File: config.mk
export PLATFORM = sky130hd
export DESIGN_NAME = cbor_token_serializer_top_flat
export DESIGN_NICKNAME = d
export VERILOG_FILES = /design/src/rtl/cts_pkg.sv /design/src/rtl/cts_if.sv /design/src/rtl/cts_front.sv /design/src/rtl/cts_fifo.sv /design/src/rtl/cts_back.sv /design/src/rtl/cbor_token_serializer_top.sv /design/src/flat_wrapper.sv
export SDC_FILE = /design/constraint.sdc
export NUM_CORES = 1
export LEC_CHECK = 0
export ABC_AREA = 1
export BUFFER_PORTS_ARGS = -buffer_cell sky130_fd_sc_hd__clkbuf_2
export CAP_MARGIN = 15
export CORE_MARGIN = 2
export CORE_UTILIZATION = 40
export CTS_BUF_LIST = sky130_fd_sc_hd__clkbuf_8
export DETAILED_ROUTE_END_ITERATION = 7
export PLACE_DENSITY = 0.62
export SYNTH_ARGS = -nofsm -noshare
export SYNTH_HDL_FRONTEND = slang
export SYNTH_SLANG_ARGS = --single-unit
File: constraint.sdc
create_clock -name clk -period 6.1 [get_ports clk]
set_input_delay 0.61 -clock clk [delete_from_list [all_inputs] [get_ports clk]]
set_output_delay 0.61 -clock clk [all_outputs]
set_load 0.05 [all_outputs]
File: src/rtl/cts_pkg.sv
// Shared types and constants for the CBOR token serialiser.
package cts_pkg;

  // Token kinds as carried on req_type
  typedef enum logic [3:0] {
    K_UINT    = 4'd0,
    K_SINT    = 4'd1,
    K_BSTR    = 4'd2,
    K_TSTR    = 4'd3,
    K_ARRAY   = 4'd4,
    K_MAP     = 4'd5,
    K_TAG     = 4'd6,
    K_DOUBLE  = 4'd7,
    K_NULL    = 4'd8,
    K_FALSE   = 4'd9,
    K_TRUE    = 4'd10,
    K_PAYLOAD = 4'd11
  } kind_t;

  // Major types
  localparam logic [2:0] MT_UINT = 3'd0;
  localparam logic [2:0] MT_NINT = 3'd1;

  // Additional-information codes for the argument length
  localparam logic [4:0] AI_IMM_MAX = 5'd23;
  localparam logic [4:0] AI_U8      = 5'd24;
  localparam logic [4:0] AI_U16     = 5'd25;
  localparam logic [4:0] AI_U32     = 5'd26;
  localparam logic [4:0] AI_U64     = 5'd27;

  // Fixed bytes
  localparam logic [7:0] B_HALF    = 8'hf9;
  localparam logic [7:0] B_DOUBLE  = 8'hfb;
  localparam logic [7:0] B_NAN     = 8'h7e;
  localparam logic [7:0] B_POS_INF = 8'h7c;
  localparam logic [7:0] B_NEG_INF = 8'hfc;
  localparam logic [7:0] B_NULL    = 8'hf6;
  localparam logic [7:0] B_FALSE   = 8'hf4;
  localparam logic [7:0] B_TRUE    = 8'hf5;

  localparam logic [10:0] EXP_ALL_ONES = 11'h7ff;

  // Bytes per token: 1 to 9
  localparam int unsigned NB_W = 4;

  // Decoded token: head byte, body bytes left-aligned, total byte count
  typedef struct packed {
    logic [7:0]      head;
    logic [63:0]     body;
    logic [NB_W-1:0] nbytes;
  } tok_t;

  // Queue between front and back
  localparam int unsigned Q_DEPTH = 2;
  localparam int unsigned Q_PTR_W = $clog2(Q_DEPTH);
  localparam int unsigned Q_CNT_W = $clog2(Q_DEPTH + 1);

endpackage

File: src/rtl/cts_if.sv
// Channel interfaces: token input and encoded byte output.
interface cts_in_if;
  logic        valid;
  logic        ready;
  logic [3:0]  req_type;
  logic [63:0] value;

  modport source (output valid, output req_type, output value, input ready);
  modport sink   (input valid, input req_type, input value, output ready);
endinterface

interface cts_out_if;
  logic       valid;
  logic       ready;
  logic [7:0] out_byte;
  logic       last_byte;

  modport source (output valid, output out_byte, output last_byte, input ready);
  modport sink   (input valid, input out_byte, input last_byte, output ready);
endinterface

File: src/rtl/cts_front.sv
// Front end: accepts tokens and decodes each into head byte, body and length.
module cts_front (
  cts_in_if.sink         in_chan,
  output cts_pkg::tok_t  q_tok,
  output logic           q_valid,
  input  logic           q_ready
);
  import cts_pkg::*;

  // Shortest-form head for a major type and a 64-bit argument
  function automatic tok_t head_enc(input logic [2:0] major, input logic [63:0] arg);
    tok_t t;
    t.body = '0;
    if (arg <= 64'(AI_IMM_MAX)) begin
      t.head   = {major, arg[4:0]};
      t.nbytes = NB_W'(1);
    end else if (arg[63:8] == '0) begin
      t.head   = {major, AI_U8};
      t.body   = {arg[7:0], 56'd0};
      t.nbytes = NB_W'(2);
    end else if (arg[63:16] == '0) begin
      t.head   = {major, AI_U16};
      t.body   = {arg[15:0], 48'd0};
      t.nbytes = NB_W'(3);
    end else if (arg[63:32] == '0) begin
      t.head   = {major, AI_U32};
      t.body   = {arg[31:0], 32'd0};
      t.nbytes = NB_W'(5);
    end else begin
      t.head   = {major, AI_U64};
      t.body   = arg;
      t.nbytes = NB_W'(9);
    end
    return t;
  endfunction

  function automatic tok_t one_byte(input logic [7:0] b);
    tok_t t;
    t.head   = b;
    t.body   = '0;
    t.nbytes = NB_W'(1);
    return t;
  endfunction

  function automatic tok_t half_form(input logic [7:0] b1);
    tok_t t;
    t.head   = B_HALF;
    t.body   = {b1, 56'd0};
    t.nbytes = NB_W'(3);
    return t;
  endfunction

  logic [63:0] v;
  logic        known;

  assign v = in_chan.value;

  always_comb begin
    known = 1'b1;
    q_tok = one_byte(v[7:0]);
    unique case (in_chan.req_type) inside
      K_UINT:  q_tok = head_enc(MT_UINT, v);
      K_SINT:  q_tok = v[63] ? head_enc(MT_NINT, ~v) : head_enc(MT_UINT, v);
      K_BSTR, K_TSTR, K_ARRAY, K_MAP, K_TAG:
               q_tok = head_enc(in_chan.req_type[2:0], v);
      K_DOUBLE: begin
        if (v[62:52] == EXP_ALL_ONES) begin
          if (v[51:0] != '0) q_tok = half_form(B_NAN);
          else               q_tok = half_form(v[63] ? B_NEG_INF : B_POS_INF);
        end else begin
          q_tok.head   = B_DOUBLE;
          q_tok.body   = v;
          q_tok.nbytes = NB_W'(9);
        end
      end
      K_NULL:    q_tok = one_byte(B_NULL);
      K_FALSE:   q_tok = one_byte(B_FALSE);
      K_TRUE:    q_tok = one_byte(B_TRUE);
      K_PAYLOAD: q_tok = one_byte(v[7:0]);
      default:   known = 1'b0; // undefined kinds are swallowed
    endcase
  end

  assign q_valid       = in_chan.valid && known;
  assign in_chan.ready = q_ready;

endmodule

File: src/rtl/cts_fifo.sv
// Short token queue between the front and back ends.
module cts_fifo (
  input  logic          clk,
  input  logic          rst_n,
  input  cts_pkg::tok_t push_tok,
  input  logic          push_valid,
  output logic          push_ready,
  output cts_pkg::tok_t pop_tok,
  output logic          pop_valid,
  input  logic          pop_ready
);
  import cts_pkg::*;

  tok_t               mem_r [Q_DEPTH];
  logic [Q_PTR_W-1:0] wr_ptr_r, wr_ptr_nxt;
  logic [Q_PTR_W-1:0] rd_ptr_r, rd_ptr_nxt;
  logic [Q_CNT_W-1:0] cnt_r, cnt_nxt;
  logic               do_push, do_pop;

  assign push_ready = (cnt_r != Q_CNT_W'(Q_DEPTH));
  assign pop_valid  = (cnt_r != '0);
  assign pop_tok    = mem_r[rd_ptr_r];
  assign do_push    = push_valid && push_ready;
  assign do_pop     = pop_valid && pop_ready;

  always_comb begin
    wr_ptr_nxt = do_push ? wr_ptr_r + 1'b1 : wr_ptr_r;
    rd_ptr_nxt = do_pop  ? rd_ptr_r + 1'b1 : rd_ptr_r;
    cnt_nxt    = cnt_r + Q_CNT_W'(do_push) - Q_CNT_W'(do_pop);
  end

  always_ff @(posedge clk) begin
    if (!rst_n) begin
      wr_ptr_r <= '0;
      rd_ptr_r <= '0;
      cnt_r    <= '0;
    end else begin
      wr_ptr_r <= wr_ptr_nxt;
      rd_ptr_r <= rd_ptr_nxt;
      cnt_r    <= cnt_nxt;
    end
  end

  always_ff @(posedge clk) begin
    if (do_push) mem_r[wr_ptr_r] <= push_tok;
  end

endmodule

File: src/rtl/cts_back.sv
// Back end: shifts decoded tokens out one byte per cycle, while out_chan is not stalled, into the output register.
module cts_back (
  input  logic          clk,
  input  logic          rst_n,
  input  cts_pkg::tok_t q_tok,
  input  logic          q_valid,
  output logic          q_ready,
  cts_out_if.source     out_chan
);
  import cts_pkg::*;

  logic [71:0]     sr_r, sr_nxt;     // remaining bytes, next one on top
  logic [NB_W-1:0] cnt_r, cnt_nxt;   // bytes left in sr_r
  logic            out_valid_r, out_valid_nxt;
  logic [7:0]      out_byte_r, out_byte_nxt;
  logic            out_last_r, out_last_nxt;

  logic [71:0]     src;
  logic [NB_W-1:0] scnt;
  logic            busy, adv, emit;

  assign busy = (cnt_r != '0);
  assign adv  = !out_valid_r || out_chan.ready;

  // Mid-token bytes come from the shift register, a new token straight
  // from the queue head so single-byte tokens flow every cycle while out_chan takes them.
  always_comb begin
    src  = busy ? sr_r : {q_tok.head, q_tok.body};
    scnt = busy ? cnt_r : (q_valid ? q_tok.nbytes : '0);
  end

  assign emit    = adv && (scnt != '0);
  assign q_ready = adv && !busy;

  always_comb begin
    sr_nxt        = sr_r;
    cnt_nxt       = cnt_r;
    out_byte_nxt  = out_byte_r;
    out_last_nxt  = out_last_r;
    out_valid_nxt = out_valid_r && !out_chan.ready;
    if (emit) begin
      out_byte_nxt  = src[71:64];
      out_last_nxt  = (scnt == NB_W'(1));
      sr_nxt        = {src[63:0], 8'd0};
      cnt_nxt       = scnt - NB_W'(1);
      out_valid_nxt = 1'b1;
    end
  end

  always_ff @(posedge clk) begin
    if (!rst_n) begin
      cnt_r       <= '0;
      out_valid_r <= 1'b0;
    end else begin
      cnt_r       <= cnt_nxt;
      out_valid_r <= out_valid_nxt;
    end
  end

  always_ff @(posedge clk) begin
    sr_r       <= sr_nxt;
    out_byte_r <= out_byte_nxt;
    out_last_r <= out_last_nxt;
  end

  assign out_chan.valid     = out_valid_r;
  assign out_chan.out_byte  = out_byte_r;
  assign out_chan.last_byte = out_last_r;

endmodule

File: src/rtl/cbor_token_serializer_top.sv
// Top level of the CBOR token serialiser: front end, token queue, back end.
//
//  channel   dir  payload              handshake
//  in_chan   in   req_type[3:0],       valid/ready, item taken when both high
//                 value[63:0]
//  out_chan  out  out_byte[7:0],       valid/ready, item taken when both high
//                 last_byte
//
// A token of n encoded bytes (1, 2, 3, 5 or 9) is shifted out of the back-end
// shift register one byte at a time; single-byte tokens (payload, null, bools,
// small heads) stream at one item per cycle while out_chan is not stalled.
// The front end decodes in the accepting cycle and writes a 2-entry queue;
// in_chan stalls only while that queue is full, behind a multi-byte token
// or a stalled out_chan.
// Undefined token kinds (12 to 15) are accepted and produce no bytes.
// Reset (rst_n low, synchronous) empties the queue and drops out_chan.valid.
// out_chan is driven straight from registers; a stall holds the byte.
module cbor_token_serializer_top (
  input  logic       clk,
  input  logic       rst_n,
  cts_in_if.sink     in_chan,
  cts_out_if.source  out_chan
);
  import cts_pkg::*;

  tok_t front_tok;   // decoded token into the queue
  logic front_valid;
  logic front_ready;
  tok_t back_tok;    // queue head to the back end
  logic back_valid;
  logic back_ready;

  cts_front u_front (
    .in_chan (in_chan),
    .q_tok   (front_tok),
    .q_valid (front_valid),
    .q_ready (front_ready)
  );

  cts_fifo u_fifo (
    .clk        (clk),
    .rst_n      (rst_n),
    .push_tok   (front_tok),
    .push_valid (front_valid),
    .push_ready (front_ready),
    .pop_tok    (back_tok),
    .pop_valid  (back_valid),
    .pop_ready  (back_ready)
  );

  cts_back u_back (
    .clk      (clk),
    .rst_n    (rst_n),
    .q_tok    (back_tok),
    .q_valid  (back_valid),
    .q_ready  (back_ready),
    .out_chan (out_chan)
  );

endmodule

File: src/flat_wrapper.sv
// flat-port wrapper written by rule: the top's interface ports become plain ports
module cbor_token_serializer_top_flat import cts_pkg::*;
  (clk, rst_n, in_chan_valid, in_chan_req_type, in_chan_value, in_chan_ready, out_chan_valid, out_chan_out_byte, out_chan_last_byte, out_chan_ready);
  cts_in_if in_chan_i ();
  cts_out_if out_chan_i ();
  input  logic clk;
  input  logic rst_n;
  input wire logic [$bits(in_chan_i.valid)-1:0] in_chan_valid;
  input wire logic [$bits(in_chan_i.req_type)-1:0] in_chan_req_type;
  input wire logic [$bits(in_chan_i.value)-1:0] in_chan_value;
  output wire logic [$bits(in_chan_i.ready)-1:0] in_chan_ready;
  output wire logic [$bits(out_chan_i.valid)-1:0] out_chan_valid;
  output wire logic [$bits(out_chan_i.out_byte)-1:0] out_chan_out_byte;
  output wire logic [$bits(out_chan_i.last_byte)-1:0] out_chan_last_byte;
  input wire logic [$bits(out_chan_i.ready)-1:0] out_chan_ready;
  assign in_chan_i.valid = in_chan_valid;
  assign in_chan_i.req_type = in_chan_req_type;
  assign in_chan_i.value = in_chan_value;
  assign in_chan_ready = in_chan_i.ready;
  assign out_chan_valid = out_chan_i.valid;
  assign out_chan_out_byte = out_chan_i.out_byte;
  assign out_chan_last_byte = out_chan_i.last_byte;
  assign out_chan_i.ready = out_chan_ready;
  cbor_token_serializer_top u_core (.clk(clk), .rst_n(rst_n), .in_chan(in_chan_i), .out_chan(out_chan_i));
endmodule
Yosys cells after proc, flatten, opt, wreduce, memory -nomap -nowiden
Memory sizes are Yosys's and may differ from the RTL's. A register that Yosys moved wholly into a read port is not among the register bits.
Cells that the tools add are included.

word-level totals
  bits in latches = 0
  flip-flop bits (word level) = 82
  input port bits = 72
  logic and storage cells = 87
  memory bits (read-only) = 0
  bits in writable memories = 152
  output and inout bits = 11
  memories = 1

cells by class
  equality and inequality tests = 14
  shifts and indexed selects = 0
  add/sub/neg operators = 5
  $mul = 0
  reductions and logical operators = 23
  bitwise gates (word level) = 1
  divide/modulo/power cells = 0
  order comparisons = 2
  multiplexer cells = 32

memories
  memory               depth  width  read ports  clocked after memory_dff  write ports  line            RTL
  u_core.u_fifo.mem_r  2      76     1           1                         1            cts_fifo.sv:14  tok_t mem_r [Q_DEPTH];

operator list
  cell                    count
  $pmux W76 S7            1
  $mux W70                5
  $mux W76                3
  $mux W69                3
  $mux W64                3
  $le A64 B5 Y1 const B   2
  $logic_not A56 Y1       2
  $logic_not A48 Y1       2
  $mux W72                1
  $mux W68                1
  $logic_not A32 Y1       2
  $not A64 Y64            1
  $reduce_bool A52 Y1     1
  $mux W4                 5
  $eq A4 B3 Y1 const B    4
  $eq A4 B4 Y1 const B    4
  $mux W8                 2
  $reduce_or A12 Y1       1
  $eq A11 B11 Y1 const B  1
  $mux W5                 2
  $eq A4 B1 Y1 const B    2
  $eq A4 B2 Y1 const B    2
  $reduce_bool A4 Y1      2
  $logic_and A1 B1 Y1     6
  11 further kinds        19

Longest topological paths before layout
  depth after elaboration = 8
  mapped depth = 14
  gate-level depth less buffers = 13

Hierarchy
Synthesis repeated with hierarchy kept, for this count alone.

second synthesis, totals
  cell total of the unflattened synthesis = 1203
  area, all modules = 12851.1 sq um

by module, submodules not included
  module     seq. area each (sq um)  instances  area each (sq um)  cells each
  cts_fifo   4664.5                  1          5870.6             272
  cts_front  0.0                     1          3575.9             709
  cts_back   2292.2                  1          3404.5             222

Worst setup path before layout
No wires, ideal clock.

  kind = register to register
  from = register u_core.u_fifo.cnt_r[1]
  to = memory u_core.u_fifo.mem_r[0][0] (netlist bit), enable pin
  arrival time = 4.168 ns
  slack = 1.421 ns
  buffers on the path = 0
  stages on the path, launching flop included = 6
  library setup time = 0.511 ns
  clock period less this slack = 4.679 ns
  data required time = 5.589 ns
  cells stage by stage = dfxtp_1 > inv_1 > nor2_1 > inv_1 > nand3_1 > nor2_1

on the way
  cells in the longest elaborated chain, start to end = 4

RTL lines
  what                           line                RTL
  from (decl)                    cts_fifo.sv:17      logic [Q_CNT_W-1:0] cnt_r, cnt_nxt;
  from (signal assigned)         cts_fifo.sv:40      cnt_r <= cnt_nxt;
  $ne A2 B2 Y1                   cts_fifo.sv:20      assign push_ready = (cnt_r != Q_CNT_W'(Q_DEPTH));
  named net in_chan_ready        flat_wrapper.sv:11  output wire logic [$bits(in_chan_i.ready)-1:0] in_chan_ready;
  $logic_and A1 B1 Y1            cts_fifo.sv:23      assign do_push = push_valid && push_ready;
  $mux W1                        cts_fifo.sv:45      if (do_push) mem_r[wr_ptr_r] <= push_tok;
  $mux W1 (implied by the code)  cts_fifo.sv:45
  to (decl)                      cts_fifo.sv:14

The timed path passes the listed nets, and every way through them passes these cells.

==> impl_results.md <==
* Outcome: completed
* Metal1 wirelength at 16.9 mm
* PD cells at 400 mW/mm2
* Post-synthesis mux area share at 0%
* CTS Hold Bufs at 0
* Max-Slew Margin vs Limit at 43.2%
* EDFF count, synth at 225
* Vias at 10,200
* FF-to-FF End: u_core.u_back.sr_r[42]
* Largest net degree at the start of global routing at 68
* Most frequent cells after synthesis: 345 x nand2_1, 225 x edfxtp_1, 143 x nor2_1
* Initial Util at 40.4%
* Fmax at 294 MHz
* Final GP Congestion at 1.02
* Critical-path maximum fanout at 67
* PostCTS Resize Cnt at 0
* Syn Area/Cell at 9.21 um2
* Net Switching at 0.00200 W
* Syn. warnings at 0
* Maximum VDD drop at 0.219 mV
* Kind of critical path: reg2reg
* Number of buffers inserted by port buffering at 82
* Crit end category: register
* DR pass1 iterations at 6
* Period minus WS final at 3.40 ns
* Synth Area in Compound Gates at 14.3%
* Post-DP HPWL at 27.1 mm
* Detail Route Antenna Nets at 0
* Metal3 WL at 3.02 mm
* Worst-case reg-to-reg path depth at 10
* Final-report setup violation count at 0
* Mapped cell area at 0.0123 mm2
* First-pass GRT wire length at 57.1 mm
* Hold Path Class: in2reg
* Design area at 0.0137 mm2
* Final max-slew violation count at 0
* FILL cells at 3,004
* Most common flop cell mapped by yosys: edfxtp_1
* Uppermost layer routed: met4
* Sequential Power Share at 47.0%
* Row Count at 64
* Layout Nets at 1,484
* Critical path arrival at 3.55 ns
* CTS H-tree depth at 2
* Final WL at 38.3 mm
* Metal2 WL at 16.6 mm
* Sum Neg Setup Slack at 0 ns
* Vias in the first global route at 9,525
* Die H at 179 um
* Sw Ratio at 36.6%
* Cells after Synth at 1,334
* Boundary Pins at 83
* Layout area overhead at 11.2%
* Top-count cell post-synth: nand2_1
* Largest family of logic cells by synthesized area: simple AND/OR/NAND/NOR gates
* Hold path start: rst_n
* Synth Area in Simple Gates at 22.4%
* # diodes at 0
* Fraction of layout cells with a size suffix above 1 at 15.3%
* DRC viols at 0
* # Max-Cap Violations at 0
* Clk pwr share at 22.0%
* Placed cell area at 0.0130 mm2
* Core footprint at 0.0304 mm2
* Leading area contributor after synthesis: edfxtp_1
* Combinational Power Share at 30.9%
* All-Layer GR Usage at 24.1%
* Post-Synth Adder-Cell Area at 0.407%
* Leakage at 5.46 nW
* WL/cell at 20.9 um
* Critical Path Sink: u_core.u_back.sr_r[42]
* #FFs+latches synth at 235
* Setup Buffers After CTS at 0
* Share of the synthesized area in the top cell type at 55.0%
* XOR/XNOR Fraction of Synth Area at 0.143%
* Part of the Yosys area used for sequential elements at 56.6%
* Clock Sink Count at 235
* Clock-pin slew on the worst setup and hold paths at 0.06 ns
* Startpoint types: register
* RSZ-0062 raised after global routing: no
* Worst EP required at 6.25 ns
* Fin crit share at 55.7%
* Setup Skew at 0.0329 ns
* CTS Buf Count at 39
* Root Driver: clkbuf_8
* Initial antenna violation count at 0
* Synth Net Count at 1,410
* Power Internal at 0.00347 W
* Grt ovf at 0
* Clock Tree Buf Depth at 3
* Initial DRC count at 866
* Hold Vio Cnt, Final at 0
* Hold Path Cell Cnt at 3
* Die area at 0.0321 mm2
* Yosys cell types at 48
* R2R setup slack at 2.70 ns
* Chip width at 179 um
* Tightest Pin Transition at 0.850 ns
* DR vias/cell at 5.55
* CTS tree: done
* Share of flip-flops with an asynchronous set or reset at 0%
* Clock latency on the worst-skew pair at 0.54 ns
* Top cells by area, synth: edfxtp_1 55%, nand2_1 11%, nor2_1 4.4%
layout make-up:
type	instances	area, um2	area share (%)
timing repair buffer	91	478	3.50
tap	396	495	3.63
clock buffer	40	551	4.03
inverter	125	473	3.46
sequential	235	6960	50.9
multi-input combinational	916	4600	33.6
clock inverter	26	116	0.851
cells in the final DEF (no fill, tap or decap), types with 6 or more instances in the layout:
cell type  synthesis  final
nor2_4             8     10
clkinv_1           1      6
o21bai_1           9      9
nor2_1           143    140
dfxtp_1           10      9
o211ai_1          53     53
a21oi_1           37     37
nand3_1           62     62
inv_2             19     20
clkbuf_8           0     40
a22oi_1           14     14
a31oi_1           65     65
nor2_2            11     12
nand4_1           10     10
nand2_2            7      7
edfxtp_1         225    225
or2_2             11     11
nand2_4            7      7
clkbuf_2           3     82
inv_1            104    118
nor3_1             8      8
o21ai_1           49     49
o21ai_0           40     40
nand2_1          345    345
buf_4              6      9
power groups by stage:
stage                     clock network, W  registers (W)  logic, W
after floorplan                          0        0.00269   0.00105
after global placement                   0        0.00260   0.00170
after detailed placement                 0        0.00261   0.00171
after CTS                          0.00123        0.00258   0.00171
after global routing               0.00130        0.00261   0.00188
final                              0.00120        0.00257   0.00169
layer usage:
metal | vias to the layer above | track usage (%)
li1 | 4791 | -
met1 | 4791 | 34.1
met2 | 472 | 35.9
met3 | 100 | 4.24
met4 | 0 | 11.2
met5 | - | 0
kinds of logic after synthesis:
family / Yosys count
buf+inv: 183
fa+ha+maj: 4
simple gates: 626
flops: 235
xor+xnor: 2
compound gates: 284
metrics by stage:
| stage | hold slack (ns) | setup WS [ns] | util, % | power [W] | instances |
|---|---|---|---|---|---|
| CTS | 0.352 | 2.65 | 44.9 | 0.00553 | 1829 |
| detailed placement | 0.441 | 2.68 | 42.7 | 0.00432 | 1763 |
| finish | 0.374 | 2.70 | 44.9 | 0.00547 | 1829 |
| global route | 0.431 | 2.43 | 44.9 | 0.00579 | 1829 |
| floorplan | 0.425 | 1.42 | - | 0.00374 | 1334 |
| global placement | 0.434 | 2.75 | 42.7 | 0.00430 | 1763 |
critical path, cell delays in order, from the launching register on:
cell	delay, ns
dfxtp_2	0.44
buf_4	0.64
nand2_1	0.12
nand2_1	0.12
a21oi_1	0.11
ha_1	0.24
nand2_1	0.08
nor2_1	0.07
nor2_4	0.07
buf_4	0.50
buf_4	0.55
flip-flops by register name, indices dropped and copies added (netlist names), named ones only:
signal / flops
u_core.u_back.cnt_r: 4
u_core.u_back.out_chan.last_byte: 1
u_core.u_back.out_chan.out_byte: 8
u_core.u_back.out_chan.valid: 1
u_core.u_back.sr_r: 64
u_core.u_fifo.cnt_r: 2
u_core.u_fifo.mem_r: 152
u_core.u_fifo.rd_ptr_r: 1
u_core.u_fifo.wr_ptr_r: 1
worst min path at each step:
| stage | slack [ns] | endpoint |
|---|---|---|
| 6_report | 0.37 | u_core.u_fifo.cnt_r[0] |
| 5_1_grt | 0.43 | u_core.u_back.cnt_r[3] |
| 4_1_cts | 0.35 | u_core.u_fifo.cnt_r[0] |
| 3_5_place_dp | 0.44 | register |
| 3_3_place_gp | 0.43 | u_core.u_fifo.rd_ptr_r |
| 2_1_floorplan | 0.43 | register |
No activity file was read; power rests on OpenSTA's default activity.
